==> config.mk <==
export PLATFORM = sky130hd
export DESIGN_NAME = guest_physical_window_decoder_top
export DESIGN_NICKNAME = d
export VERILOG_FILES = /design/src/design/gpwd_pkg.sv /design/src/design/gpwd_ram.sv /design/src/design/guest_physical_window_decoder_top.sv
export SDC_FILE = /design/constraint.sdc
export NUM_CORES = 2
export LEC_CHECK = 0
export BUFFER_PORTS_ARGS = -buffer_cell sky130_fd_sc_hd__buf_4
export CAP_MARGIN = 15
export CORE_UTILIZATION = 55
export DETAILED_ROUTE_END_ITERATION = 6
export GPL_TIMING_DRIVEN = 0
export PLACE_DENSITY = 0.77
export SLEW_MARGIN = 20
export SYNTH_ARGS = -nofsm -noshare
export SYNTH_HDL_FRONTEND = slang
export SYNTH_SLANG_ARGS = --single-unit
==> constraint.sdc <==
create_clock -name clk -period 23.7 [get_ports clk]
set_input_delay 0 -clock clk [delete_from_list [all_inputs] [get_ports clk]]
set_output_delay 0 -clock clk [all_outputs]
set_load 0.01 [all_outputs]
==> src/design/gpwd_pkg.sv <==
// shared constants for the guest-physical window decoder
// opcodes, status and target codes, register indexes and reset values
// no dependencies
package gpwd_pkg;

    localparam int WINDOWS = 16;
    localparam int IDX_W = (WINDOWS > 1) ? $clog2(WINDOWS) : 1;
    localparam int CNT_W = $clog2(WINDOWS + 1);
    localparam int ADDR_W = 64;
    localparam int CFG_IDX_W = 3;

    localparam logic [1:0] OP_REGISTER = 2'd0;
    localparam logic [1:0] OP_RELOCATE = 2'd1;
    localparam logic [1:0] OP_LOOKUP   = 2'd2;

    localparam logic [2:0] ST_OK       = 3'd0;
    localparam logic [2:0] ST_FULL     = 3'd1;
    localparam logic [2:0] ST_ZERO     = 3'd2;
    localparam logic [2:0] ST_OVERLAP  = 3'd3;
    localparam logic [2:0] ST_OVERFLOW = 3'd4;
    localparam logic [2:0] ST_NOTFOUND = 3'd5;
    localparam logic [2:0] ST_MISS     = 3'd6;

    localparam logic [2:0] TG_NONE   = 3'd0;
    localparam logic [2:0] TG_IOAPIC = 3'd1;
    localparam logic [2:0] TG_HPET   = 3'd2;
    localparam logic [2:0] TG_LAPIC  = 3'd3;
    localparam logic [2:0] TG_TABLE  = 3'd4;

    localparam logic [CFG_IDX_W-1:0] CFG_IOAPIC_BASE  = 3'd0;
    localparam logic [CFG_IDX_W-1:0] CFG_IOAPIC_SIZE  = 3'd1;
    localparam logic [CFG_IDX_W-1:0] CFG_HPET_BASE    = 3'd2;
    localparam logic [CFG_IDX_W-1:0] CFG_HPET_SIZE    = 3'd3;
    localparam logic [CFG_IDX_W-1:0] CFG_LAPIC_BASE   = 3'd4;
    localparam logic [CFG_IDX_W-1:0] CFG_LAPIC_SIZE   = 3'd5;
    localparam logic [CFG_IDX_W-1:0] CFG_LAPIC_ENABLE = 3'd6;

    localparam logic [ADDR_W-1:0] IOAPIC_BASE_RST = 64'h0000_0000_FEC0_0000;
    localparam logic [ADDR_W-1:0] IOAPIC_SIZE_RST = 64'd4096;
    localparam logic [ADDR_W-1:0] HPET_BASE_RST   = 64'h0000_0000_FED0_0000;
    localparam logic [ADDR_W-1:0] HPET_SIZE_RST   = 64'd1024;
    localparam logic [ADDR_W-1:0] LAPIC_BASE_RST  = 64'h0000_0000_FEE0_0000;
    localparam logic [ADDR_W-1:0] LAPIC_SIZE_RST  = 64'd4096;

endpackage

==> src/design/gpwd_ram.sv <==
// generic single-write, single-read ram with registered read data
// no dependencies
module gpwd_ram #(
    parameter int WIDTH = 64,
    parameter int DEPTH = 16,
    parameter int AW = (DEPTH > 1) ? $clog2(DEPTH) : 1
) (
    input  logic             clk,
    input  logic             we,
    input  logic [AW-1:0]    waddr,
    input  logic [WIDTH-1:0] wdata,
    input  logic [AW-1:0]    raddr,
    output logic [WIDTH-1:0] rdata
);

    logic [WIDTH-1:0] mem_reg [DEPTH];
    logic [WIDTH-1:0] rdata_reg;

    always_ff @(posedge clk)
    begin
        if (we)
        begin
            mem_reg[waddr] <= wdata;
        end
        rdata_reg <= mem_reg[raddr];
    end

    assign rdata = rdata_reg;

endmodule

==> src/design/guest_physical_window_decoder_top.sv <==
// guest-physical window decoder: fixed device windows plus a table of windows
// kept in two rams (start, end); uses gpwd_pkg and gpwd_ram
//
// one command at a time; busy is high from the accepting edge until the result beat,
// and the next command can be taken at the edge that takes the result.
// a fixed-window hit, a rejected register or an unknown opcode is answered from the check
// state; other commands scan the table slots in order, and a relocate hit passes through
// a relocate state that writes the moved window or reports an overflow.
// reset clears the window count and loads the fixed-window registers; table contents
// are undefined until written, no clearing pass. the result strobe cannot be stalled.
module guest_physical_window_decoder_top
    import gpwd_pkg::*;
(
    input  logic                 clk,
    input  logic                 rst_n,
    input  logic                 start,
    output logic                 busy,
    input  logic [1:0]           opcode,
    input  logic [ADDR_W-1:0]    address,
    input  logic [ADDR_W-1:0]    length,
    input  logic [ADDR_W-1:0]    new_start,
    input  logic                 cfg_write,
    input  logic [CFG_IDX_W-1:0] cfg_index,
    input  logic [ADDR_W-1:0]    cfg_data,
    output logic                 done,
    output logic [2:0]           status,
    output logic [2:0]           target,
    output logic [3:0]           slot_index,
    output logic [ADDR_W-1:0]    offset
);

    typedef enum logic [1:0] {S_IDLE, S_CHECK, S_SCAN, S_RELOC} state_t;

    state_t            state_reg, state_next;
    logic [1:0]        op_reg, op_next;
    logic [ADDR_W-1:0] base_reg, base_next;
    logic [ADDR_W-1:0] arg_reg, arg_next;
    logic [ADDR_W-1:0] end_reg, end_next;
    logic [ADDR_W-1:0] len_reg, len_next;
    logic [IDX_W-1:0]  hit_idx_reg, hit_idx_next;
    logic [CNT_W-1:0]  rd_idx_reg, rd_idx_next;
    logic              ev_valid_reg, ev_valid_next;
    logic [IDX_W-1:0]  ev_idx_reg, ev_idx_next;
    logic [CNT_W-1:0]  count_reg, count_next;
    logic              done_reg, done_next;
    logic [2:0]        status_reg, status_next;
    logic [2:0]        tgt_reg, tgt_next;
    logic [3:0]        slot_reg, slot_next;
    logic [ADDR_W-1:0] offset_reg, offset_next;

    logic [ADDR_W-1:0] ioapic_base_reg, ioapic_len_reg;
    logic [ADDR_W-1:0] hpet_base_reg, hpet_len_reg;
    logic [ADDR_W-1:0] lapic_base_reg, lapic_len_reg;
    logic              lapic_en_reg;

    logic              wr_en;
    logic [IDX_W-1:0]  wr_addr;
    logic [ADDR_W-1:0] wr_start, wr_end;
    logic [ADDR_W-1:0] start_rd, end_rd;

    logic [ADDR_W:0]   reg_sum, rel_sum;
    logic [ADDR_W-1:0] io_off, hpet_off, lapic_off;
    logic              io_hit, hpet_hit, lapic_hit;
    logic              scan_hit;

    gpwd_ram #(.WIDTH(ADDR_W), .DEPTH(WINDOWS)) u_start_ram (
        .clk   (clk),
        .we    (wr_en),
        .waddr (wr_addr),
        .wdata (wr_start),
        .raddr (rd_idx_reg[IDX_W-1:0]),
        .rdata (start_rd)
    );

    gpwd_ram #(.WIDTH(ADDR_W), .DEPTH(WINDOWS)) u_end_ram (
        .clk   (clk),
        .we    (wr_en),
        .waddr (wr_addr),
        .wdata (wr_end),
        .raddr (rd_idx_reg[IDX_W-1:0]),
        .rdata (end_rd)
    );

    assign reg_sum   = {1'b0, base_reg} + {1'b0, arg_reg};
    assign rel_sum   = {1'b0, arg_reg} + {1'b0, len_reg};
    assign io_off    = base_reg - ioapic_base_reg;
    assign hpet_off  = base_reg - hpet_base_reg;
    assign lapic_off = base_reg - lapic_base_reg;
    assign io_hit    = io_off < ioapic_len_reg;
    assign hpet_hit  = hpet_off < hpet_len_reg;
    assign lapic_hit = lapic_en_reg && (lapic_off < lapic_len_reg);

    always_comb
    begin
        case (op_reg)
            OP_REGISTER: scan_hit = !((base_reg >= end_rd) || (end_reg <= start_rd));
            OP_RELOCATE: scan_hit = (start_rd == base_reg);
            OP_LOOKUP:   scan_hit = (base_reg >= start_rd) && (base_reg < end_rd);
            default:     scan_hit = 1'b0;
        endcase
    end

    always_comb
    begin
        state_next    = state_reg;
        op_next       = op_reg;
        base_next     = base_reg;
        arg_next      = arg_reg;
        end_next      = end_reg;
        len_next      = len_reg;
        hit_idx_next  = hit_idx_reg;
        rd_idx_next   = rd_idx_reg;
        ev_valid_next = 1'b0;
        ev_idx_next   = ev_idx_reg;
        count_next    = count_reg;
        done_next     = 1'b0;
        status_next   = status_reg;
        tgt_next      = tgt_reg;
        slot_next     = slot_reg;
        offset_next   = offset_reg;
        wr_en         = 1'b0;
        wr_addr       = count_reg[IDX_W-1:0];
        wr_start      = base_reg;
        wr_end        = end_reg;

        case (state_reg)
            S_IDLE:
            begin
                if (start)
                begin
                    op_next    = opcode;
                    base_next  = address;
                    arg_next   = (opcode == OP_RELOCATE) ? new_start : length;
                    state_next = S_CHECK;
                end
            end

            S_CHECK:
            begin
                rd_idx_next = '0;
                tgt_next    = TG_NONE;
                slot_next   = '0;
                offset_next = '0;
                case (op_reg)
                    OP_REGISTER:
                    begin
                        if (count_reg >= CNT_W'(WINDOWS))
                        begin
                            done_next   = 1'b1;
                            status_next = ST_FULL;
                            state_next  = S_IDLE;
                        end
                        else if (arg_reg == '0)
                        begin
                            done_next   = 1'b1;
                            status_next = ST_ZERO;
                            state_next  = S_IDLE;
                        end
                        else if (reg_sum[ADDR_W] || (reg_sum[ADDR_W-1:0] == '0))
                        begin
                            done_next   = 1'b1;
                            status_next = ST_OVERFLOW;
                            state_next  = S_IDLE;
                        end
                        else
                        begin
                            end_next   = reg_sum[ADDR_W-1:0];
                            state_next = S_SCAN;
                        end
                    end
                    OP_RELOCATE:
                    begin
                        state_next = S_SCAN;
                    end
                    OP_LOOKUP:
                    begin
                        // fixed windows take priority over the table
                        if (io_hit || hpet_hit || lapic_hit)
                        begin
                            done_next   = 1'b1;
                            status_next = ST_OK;
                            state_next  = S_IDLE;
                            if (io_hit)
                            begin
                                tgt_next    = TG_IOAPIC;
                                offset_next = io_off;
                            end
                            else if (hpet_hit)
                            begin
                                tgt_next    = TG_HPET;
                                offset_next = hpet_off;
                            end
                            else
                            begin
                                tgt_next    = TG_LAPIC;
                                offset_next = lapic_off;
                            end
                        end
                        else
                        begin
                            state_next = S_SCAN;
                        end
                    end
                    default:
                    begin
                        done_next   = 1'b1;
                        status_next = ST_MISS;
                        state_next  = S_IDLE;
                    end
                endcase
            end

            S_SCAN:
            begin
                // ram data on this cycle belongs to ev_idx_reg
                if (ev_valid_reg && scan_hit)
                begin
                    case (op_reg)
                        OP_REGISTER:
                        begin
                            done_next   = 1'b1;
                            status_next = ST_OVERLAP;
                            state_next  = S_IDLE;
                        end
                        OP_RELOCATE:
                        begin
                            len_next     = end_rd - start_rd;
                            hit_idx_next = ev_idx_reg;
                            state_next   = S_RELOC;
                        end
                        default:
                        begin
                            done_next   = 1'b1;
                            status_next = ST_OK;
                            tgt_next    = TG_TABLE;
                            slot_next   = 4'(ev_idx_reg);
                            offset_next = base_reg - start_rd;
                            state_next  = S_IDLE;
                        end
                    endcase
                end
                else if (rd_idx_reg < count_reg)
                begin
                    ev_valid_next = 1'b1;
                    ev_idx_next   = rd_idx_reg[IDX_W-1:0];
                    rd_idx_next   = rd_idx_reg + CNT_W'(1);
                end
                else if (!ev_valid_reg)
                begin
                    done_next  = 1'b1;
                    state_next = S_IDLE;
                    case (op_reg)
                        OP_REGISTER:
                        begin
                            wr_en       = 1'b1;
                            status_next = ST_OK;
                            slot_next   = 4'(count_reg);
                            count_next  = count_reg + CNT_W'(1);
                        end
                        OP_RELOCATE: status_next = ST_NOTFOUND;
                        default:     status_next = ST_MISS;
                    endcase
                end
            end

            S_RELOC:
            begin
                done_next  = 1'b1;
                state_next = S_IDLE;
                if (rel_sum[ADDR_W] || (rel_sum[ADDR_W-1:0] == '0))
                begin
                    status_next = ST_OVERFLOW;
                end
                else
                begin
                    wr_en       = 1'b1;
                    wr_addr     = hit_idx_reg;
                    wr_start    = arg_reg;
                    wr_end      = rel_sum[ADDR_W-1:0];
                    status_next = ST_OK;
                    slot_next   = 4'(hit_idx_reg);
                end
            end

            default:
            begin
                state_next = S_IDLE;
            end
        endcase
    end

    always_ff @(posedge clk or negedge rst_n)
    begin
        if (!rst_n)
        begin
            state_reg    <= S_IDLE;
            ev_valid_reg <= 1'b0;
            count_reg    <= '0;
            done_reg     <= 1'b0;
            status_reg   <= '0;
            tgt_reg      <= '0;
            slot_reg     <= '0;
            offset_reg   <= '0;
        end
        else
        begin
            state_reg    <= state_next;
            ev_valid_reg <= ev_valid_next;
            count_reg    <= count_next;
            done_reg     <= done_next;
            status_reg   <= status_next;
            tgt_reg      <= tgt_next;
            slot_reg     <= slot_next;
            offset_reg   <= offset_next;
        end
    end

    always_ff @(posedge clk)
    begin
        op_reg      <= op_next;
        base_reg    <= base_next;
        arg_reg     <= arg_next;
        end_reg     <= end_next;
        len_reg     <= len_next;
        hit_idx_reg <= hit_idx_next;
        rd_idx_reg  <= rd_idx_next;
        ev_idx_reg  <= ev_idx_next;
    end

    always_ff @(posedge clk or negedge rst_n)
    begin
        if (!rst_n)
        begin
            ioapic_base_reg <= IOAPIC_BASE_RST;
            ioapic_len_reg  <= IOAPIC_SIZE_RST;
            hpet_base_reg   <= HPET_BASE_RST;
            hpet_len_reg    <= HPET_SIZE_RST;
            lapic_base_reg  <= LAPIC_BASE_RST;
            lapic_len_reg   <= LAPIC_SIZE_RST;
            lapic_en_reg    <= 1'b1;
        end
        else if (cfg_write)
        begin
            case (cfg_index)
                CFG_IOAPIC_BASE:  ioapic_base_reg <= cfg_data;
                CFG_IOAPIC_SIZE:  ioapic_len_reg  <= cfg_data;
                CFG_HPET_BASE:    hpet_base_reg   <= cfg_data;
                CFG_HPET_SIZE:    hpet_len_reg    <= cfg_data;
                CFG_LAPIC_BASE:   lapic_base_reg  <= cfg_data;
                CFG_LAPIC_SIZE:   lapic_len_reg   <= cfg_data;
                CFG_LAPIC_ENABLE: lapic_en_reg    <= cfg_data[0];
                default:          ;
            endcase
        end
    end

    assign busy       = (state_reg != S_IDLE);
    assign done       = done_reg;
    assign status     = status_reg;
    assign target     = tgt_reg;
    assign slot_index = slot_reg;
    assign offset     = offset_reg;

    // a result beat only follows a command in flight
    a_done_after_busy: assert property (@(posedge clk) disable iff (!rst_n)
        done_reg |-> $past(state_reg != S_IDLE))
        else $error("result beat without a command in flight");

    a_count_bound: assert property (@(posedge clk) disable iff (!rst_n)
        count_reg <= CNT_W'(WINDOWS))
        else $error("window count beyond table depth");

    // the count only moves on a successful register beat
    a_count_moves_on_ok: assert property (@(posedge clk) disable iff (!rst_n)
        (count_reg != $past(count_reg)) |-> (done_reg && (status_reg == ST_OK)
            && (tgt_reg == TG_NONE)))
        else $error("window count changed outside a register result");

    // entries under evaluation are always registered ones
    a_eval_in_range: assert property (@(posedge clk) disable iff (!rst_n)
        (ev_valid_reg && (state_reg == S_SCAN)) |-> (CNT_W'(ev_idx_reg) < count_reg))
        else $error("scan evaluating an unregistered entry");

    a_ram_write_idle: assert property (@(posedge clk) disable iff (!rst_n)
        wr_en |=> (done_reg && (state_reg == S_IDLE)))
        else $error("table write not closing a command");

endmodule
; ---- After elaboration in Yosys (flattened, before gate mapping)
; Memories as Yosys holds them, arrays and structs flattened. A register that Yosys moved wholly into a read port is not among the register bits.
; Index checks and enable logic that the tools add are counted.
[totals]
register_bits = 739
ramBits = 2048
in_bits = 265
out_inout_bits = 76
word_cells = 188
mem_count = 2
[op_classes]
add_sub_neg = 9
n_lt_le_gt_ge = 9
eq_ne = 27
muxes = 76
n_bitwise = 6
n_reduce_logical = 36
[memory_table]
columns = memory, depth, word_bits, rd, rd_clocked_by_memory_dff, write_ports, line_no
row1 = u_end_ram.mem_reg, 16, 64, 1, 1, 1, gpwd_ram.sv:16  ; logic [WIDTH-1:0] mem_reg [DEPTH];
row2 = u_start_ram.mem_reg, 16, 64, 1, 1, 1, gpwd_ram.sv:16
[ops]
columns = cell, count
row1 = 64-bit two-way mux, 11
row2 = 64-bit subtractor, 5
row3 = 64-bit less-than comparator, 4
row4 = 64-bit logical NOT, 3
row5 = 64-bit by 64-bit adder with 65-bit output, 2
row6 = 64-bit >= comparator, 2
row7 = 64-bit case mux with 2 select lines, 1
row8 = 64-bit == test, 1
row9 = 64-bit <= comparator, 1
row10 = 4-bit two-way mux, 8
row11 = 3-bit two-way mux, 10
row12 = 2-bit two-way mux, 12
row13 = 1-bit two-way mux, 19
row14 = "3-bit != test, second input constant", 6
row15 = 3-bit case mux with 2 select lines, 3
row16 = 3-bit case mux with 3 select lines, 2
row17 = 2-bit AND reduction, 8
row18 = 3-bit AND reduction, 5
row19 = "2-bit != test, second input constant", 7
row20 = 4-bit case mux with 3 select lines, 1
row21 = "5-bit by 1-bit adder with 5-bit output, second input constant", 2
row22 = 5-bit two-way mux, 2
row23 = 5-bit case mux with 2 select lines, 1
row24 = 5-bit AND reduction, 2
row25 = 23 further kinds, 45

; ---- Depth between registers and ports, before layout
[logic_depth]
depth_word = 9
depth_mapped = 33
depth_no_buf = 31

; ---- Cells and area by module
; A second synthesis with hierarchy kept.
[hier_totals]
cells_unflattened = 10889
area_unflattened_um2 = 144449.8
[by_module_without_submodules]
columns = mod, n_inst, cells_each, area_per_inst_um2, seq_area_each_um2
row1 = gpwd_ram, 2, 1647, 39581.7, 32030.7
row2 = guest_physical_window_decoder_top, 1, 7595, 65286.4, 19890.3

; ---- Least setup slack after synthesis
; OpenSTA, ideal clock, no wires.
[synth_timing]
path_kind = reg2reg
from = reg arg_reg[21]
to = mem u_end_ram.mem_reg[13][0] (enable)
setup_ps = 961
arrival_ps = 16724
t_required_ps = 22739
setup_slack_ps = 6015
stages_incl_launch_ff = 17
n_path_buf = 2
synth_period_minus_slack_ps = 17685
path_cell_list = edfxtp_1 -> ha_1 -> clkbuf_1 -> and4_1 -> and2_0 -> a222oi_1 -> nand2_1 -> or3_1 -> a211oi_1 -> o2111ai_1 -> nor4_1 -> nand4_1 -> or4_1 -> nor4_2 -> nor3_1 -> buf_2 -> o41ai_1
[synth_via]
elab_chain_len = 7
elab_cells_between_ends = 9
classes_between = 1 x add/sub / 6 x mux / 2 x reduce/logical
[synth_rtl]
columns = element, line_no
row1 = start: declaration, guest_physical_window_decoder_top.sv:37  ; logic [ADDR_W-1:0] arg_reg, arg_next;
row2 = start signal: assignment, guest_physical_window_decoder_top.sv:322  ; arg_reg <= arg_next;
row3 = 64-bit by 64-bit adder with 65-bit output (*), guest_physical_window_decoder_top.sv:85  ; assign rel_sum = {1'b0, arg_reg} + {1'b0, len_reg};
row4 = 64-bit logical NOT, guest_physical_window_decoder_top.sv:270  ; if (rel_sum[ADDR_W] || (rel_sum[ADDR_W-1:0] == '0))
row5 = 1-bit logical OR (*), guest_physical_window_decoder_top.sv:270
row6 = 1-bit two-way mux, guest_physical_window_decoder_top.sv:270
row7 = 1-bit case mux with 2 select lines, guest_physical_window_decoder_top.sv:126  ; case (state_reg)
row8 = 1-bit two-way mux, gpwd_ram.sv:21  ; if (we)
row9 = 1-bit two-way mux (implied by the code), gpwd_ram.sv:23  ; mem_reg[waddr] <= wdata;
row10 = end: declaration, gpwd_ram.sv:16
; Every way passes the cells marked *; elsewhere a longest branch is shown, timed or not.

; ---- Worst setup path in the final report
[layout_timing]
from = reg base_reg[0]
to = reg offset_reg[9] (netlist: offset[9])
[layout_via]
elab_chain_len = 7
elab_cells_between_ends = 28
classes_between = 4 x add/sub / 6 x order compare / 2 x eq/ne / 8 x mux / 8 x reduce/logical
[layout_rtl]
columns = element, line_no
row1 = start: declaration, guest_physical_window_decoder_top.sv:36  ; logic [ADDR_W-1:0] base_reg, base_next;
row2 = start signal: assignment, guest_physical_window_decoder_top.sv:321  ; base_reg <= base_next;
row3 = "64-bit subtractor, or another cell as far along", guest_physical_window_decoder_top.sv:87  ; assign hpet_off = base_reg - hpet_base_reg;
row4 = "64-bit less-than comparator, or another cell as far along", guest_physical_window_decoder_top.sv:90  ; assign hpet_hit = hpet_off < hpet_len_reg;
row5 = "64-bit two-way mux, or another cell as far along", guest_physical_window_decoder_top.sv:188  ; else if (hpet_hit)
row6 = "64-bit two-way mux, or another cell as far along", guest_physical_window_decoder_top.sv:183  ; if (io_hit)
row7 = 64-bit two-way mux / 1-bit logical AND (equally long branches), "guest_physical_window_decoder_top.sv:178, guest_physical_window_decoder_top.sv:216"
row8 = 64-bit two-way mux / 2-bit != test (equally long branches), --
row9 = 64-bit case mux with 2 select lines / 3-bit AND reduction (equally long branches), --
row10 = end signal: assignment, guest_physical_window_decoder_top.sv:314  ; offset_reg <= offset_next;
row11 = end: declaration, guest_physical_window_decoder_top.sv:49  ; logic [ADDR_W-1:0] offset_reg, offset_next;
; Several ways; a longest one is shown, not always the timed one. The select of a mux whose other input is x is not followed.
; A chain may end at the register's enable or synchronous reset.

==> run metrics <==
CTS root buf clkbuf_16; worst reg-to-reg path cell count 29; Synth Instances 10.6k; via count 108k; Overflow after GRT 0; Synth Area in Compound Gates 10.1%; origin of the critical flop-to-flop path base_reg[0]$_DFFE_PP_; Iteration-0 DRC Markers 15.9k; #FFs+latches synth 2915; core area 0.260 sq mm; GP Congestion 1.05; Cell Area, Synth 0.144 sq mm; PortBufs 338; vias in the first global route 107k; worst setup path end offset[9]$_DFFE_PN0P_; maximum capacitance violations 0; antenna violations before repair 37; Routed Wire Length 565 mm; clk_lat worst skew 0.98 ns; Netlist cell types 99; postcts setup bufs 0; clock network fraction of total power 22.9%; Final Hold Viols 0; instance count on the critical path 29; final hold slack 0.0399 ns; CP max FO 10; largest family of logic cells by synthesized area multiplexers; post-synthesis cell type with the largest combined area edfxtp_1; slowest stage delay, CP 0.94 ns; leading post-synthesis cells by cell area edfxtp_1 (48%), mux4_2 (10%), dfrtp_1 (7.5%); Nets 13.1k; Gate power share 46.3%; unrepaired setup endpoints after global routing false; IO Pins 341; main flop type after synthesis edfxtp_1; crit path time final 10.87 ns; relative slew slack 13.4%; pin count of the biggest net entering global routing 91; Critical-path top delay cell a2111oi_1; Buf/Inv on CP 4; crit end category flip-flop; Clock transition at path regs 0.08 ns; Avg Inst Size Synth 13.6 sq um; Adder-Cell Fraction of Synth Area 6.80%; final max-slew violation count 0; Via density 6.83; post-DP HPWL 393 mm; Die W 514 um; CP arrival 11.65 ns; Max H-tree Level 5; Post-synth EDFFs 2319; # rows 187; final setup TNS 0 ns; YS warnings 0; sw power 0.00925 W; status finished, final reports clean; Hold Path Class in2reg; CTS tree yes; final core area utilization 66.1%; Total GRT Usage 42.2%; area delta synth->final 19.2%; crit start category flip-flop; kind of critical path reg2reg; switch share 41.9%; simple-gate share of the synthesized area 6.97%; Async S/R FF share, synth 16.1%; Post-DRT Antenna Nets 0; XOR/XNOR Fraction of Synth Area 2.37%; CP Data Required Time 24.48 ns; clk_skew 0.0843 ns; maximum clock frequency 92.0 MHz; Initial Utilization 55.4%; mux cell area share after synthesis 12.7%; share of power burned in registers 30.8%; fraction of layout cells with a size suffix above 1 18.2%; worst reg2reg endpoint offset[9]$_DFFE_PN0P_; most used cell along the critical path o21ai_0; top cell type's share of synthesized area 48.3%; register area share after synthesis 58.2%; CTS Buffer Depth 4; clock sink count 2915; Power Dens Cells 128 mW/mm^2; flop2flop setup slack 12.83 ns; Avg WL per Cell 35.7 um; Die Y 514 um; DRT Pass-1 Iters 7; cell internal pwr 0.0128 W; first-pass GRT wire length 783 mm; CP top delay family compound AO/OA/AOI/OAI gates; fin crit share 45.9%; launch point of the worst path base_reg[0]$_DFFE_PP_; VDD IR max 0.0847 mV; Num CTS Buffers 304; final setup fails 0; DRC 0; Leak Pwr 64.5 nW; Worst-Margin Slew 1.30 ns; syn nets 11.6k; Die Area 0.264 sq mm
## stage by stage
step           instances  setup WS (ns)  cell area (sq um)  total power, W
6_report           15800          12.83             172000          0.0221
5_1_grt            15800          12.69             172000          0.0227
4_1_cts            15800          12.96             172000          0.0215
3_5_place_dp       14700          13.02             156000          0.0164
3_3_place_gp       14400         -15.17             151000          0.0161
2_1_floorplan      10600           6.02             144000          0.0128
## power groups by stage
stage | registers, W | logic (W) | clock network [W]
after floorplan | 0.00663 | 0.00612 | 0
after global placement | 0.00691 | 0.00918 | 0
after detailed placement | 0.00685 | 0.00955 | 0
after CTS | 0.00676 | 0.00979 | 0.00500
after global routing | 0.00680 | 0.0107 | 0.00522
final | 0.00680 | 0.0102 | 0.00506
## synthesized netlist by cell type, types with 44 or more instances
library cell / number
nor3_1: 115
dfxtp_1: 128
nor2_1: 448
nand2b_1: 71
o211ai_1: 44
clkbuf_1: 340
nor2b_1: 80
mux2_2: 287
nand4_1: 161
a21o_1: 316
a211oi_1: 48
a221oi_1: 50
a31oi_1: 69
o21ai_0: 660
o21a_1: 79
dfrtp_1: 435
xor2_1: 129
nand2_1: 805
a21oi_1: 619
o21bai_1: 82
mux4_2: 640
nor4_1: 57
buf_1: 64
edfxtp_1: 2319
nand3_1: 139
ha_1: 773
inv_1: 636
xnor2_1: 262
and3_1: 60
## placed cells by master, fill, tap and decap left out, types with 54 or more instances in the layout
master         count
a21o_1           316
a21oi_1          618
a31oi_1           69
and3_1            60
buf_16           118
buf_2            138
buf_4            383
clkbuf_1         372
clkbuf_16        306
clkbuf_2          61
dfrtp_1          435
dfxtp_1          128
dlygate4sd3_1    531
edfxtp_1        2319
ha_1             773
inv_1            636
mux2_2           287
mux4_2           640
nand2_1          805
nand2b_1          71
nand3_1          139
nand4_1          161
nor2_1           447
nor2b_1           80
nor3_1           108
nor4_1            54
o21a_1            79
o21ai_0          639
o21bai_1          82
xnor2_1          262
xor2_1           129
## logic make-up after synthesis
kind of cell               after synthesis
AOI/OAI and AO/OA                     2317
and+or+nand+nor                       2127
adders and majority gates              780
DFF                                   2915
xor gates and xnor gates               391
muxes                                  996
buffers and inverters                 1070
## layer usage
layer | track usage (%) | share of wire (%)
met5 | 0 | 0.035
met4 | 30.5 | 8.6
met3 | 9.50 | 11
met2 | 67.0 | 46
met1 | 50.9 | 34
## worst min-delay path, delay by kind of cell
kind / cells / cell delay, ns
buffers and inverters: 2 / 0.76
AO/OA/AOI/OAI: 1 / 0.07
AND/OR/NAND/NOR: 1 / 0.07
## layout make-up
type                       instances  area [sq um]
multi-input combinational       6611         56500
fill                           17800         88300
buffer                           432          1800
inverter                         638          2390
sequential                      2915         84000
clock inverter                   143          1930
timing repair buffer            1164         12500
clock buffer                     414          8350
antenna                           32          80.1
tap                             3496          4370
## worst min-delay path by stage
stage	slack, ns	depth (start not counted)	from	endpoint
after floorplan	-0.30	0	rst_n	count_reg[0]$_DFFE_PN0P_
after global placement	0.18	1	address[9]	base_reg[9]$_DFFE_PP_
after detailed placement	-0.008	1	rst_n	ioapic_len_reg[10]$_DFFE_PN0P_
after CTS	0.004	4	cfg_index[2]	lapic_en_reg$_DFFE_PN1P_
after global routing	0.06	4	cfg_data[8]	ioapic_len_reg[8]$_DFFE_PN0P_
final	0.04	4	cfg_data[7]	hpet_base_reg[7]$_DFFE_PN0P_
## what timing repair did
item                                   in CTS  in global routing
hold buffers                              532                  0
endpoints found under the hold margin     775                  0
gates resized for setup                     0                  0
Power figures use the tool's default switching activity.
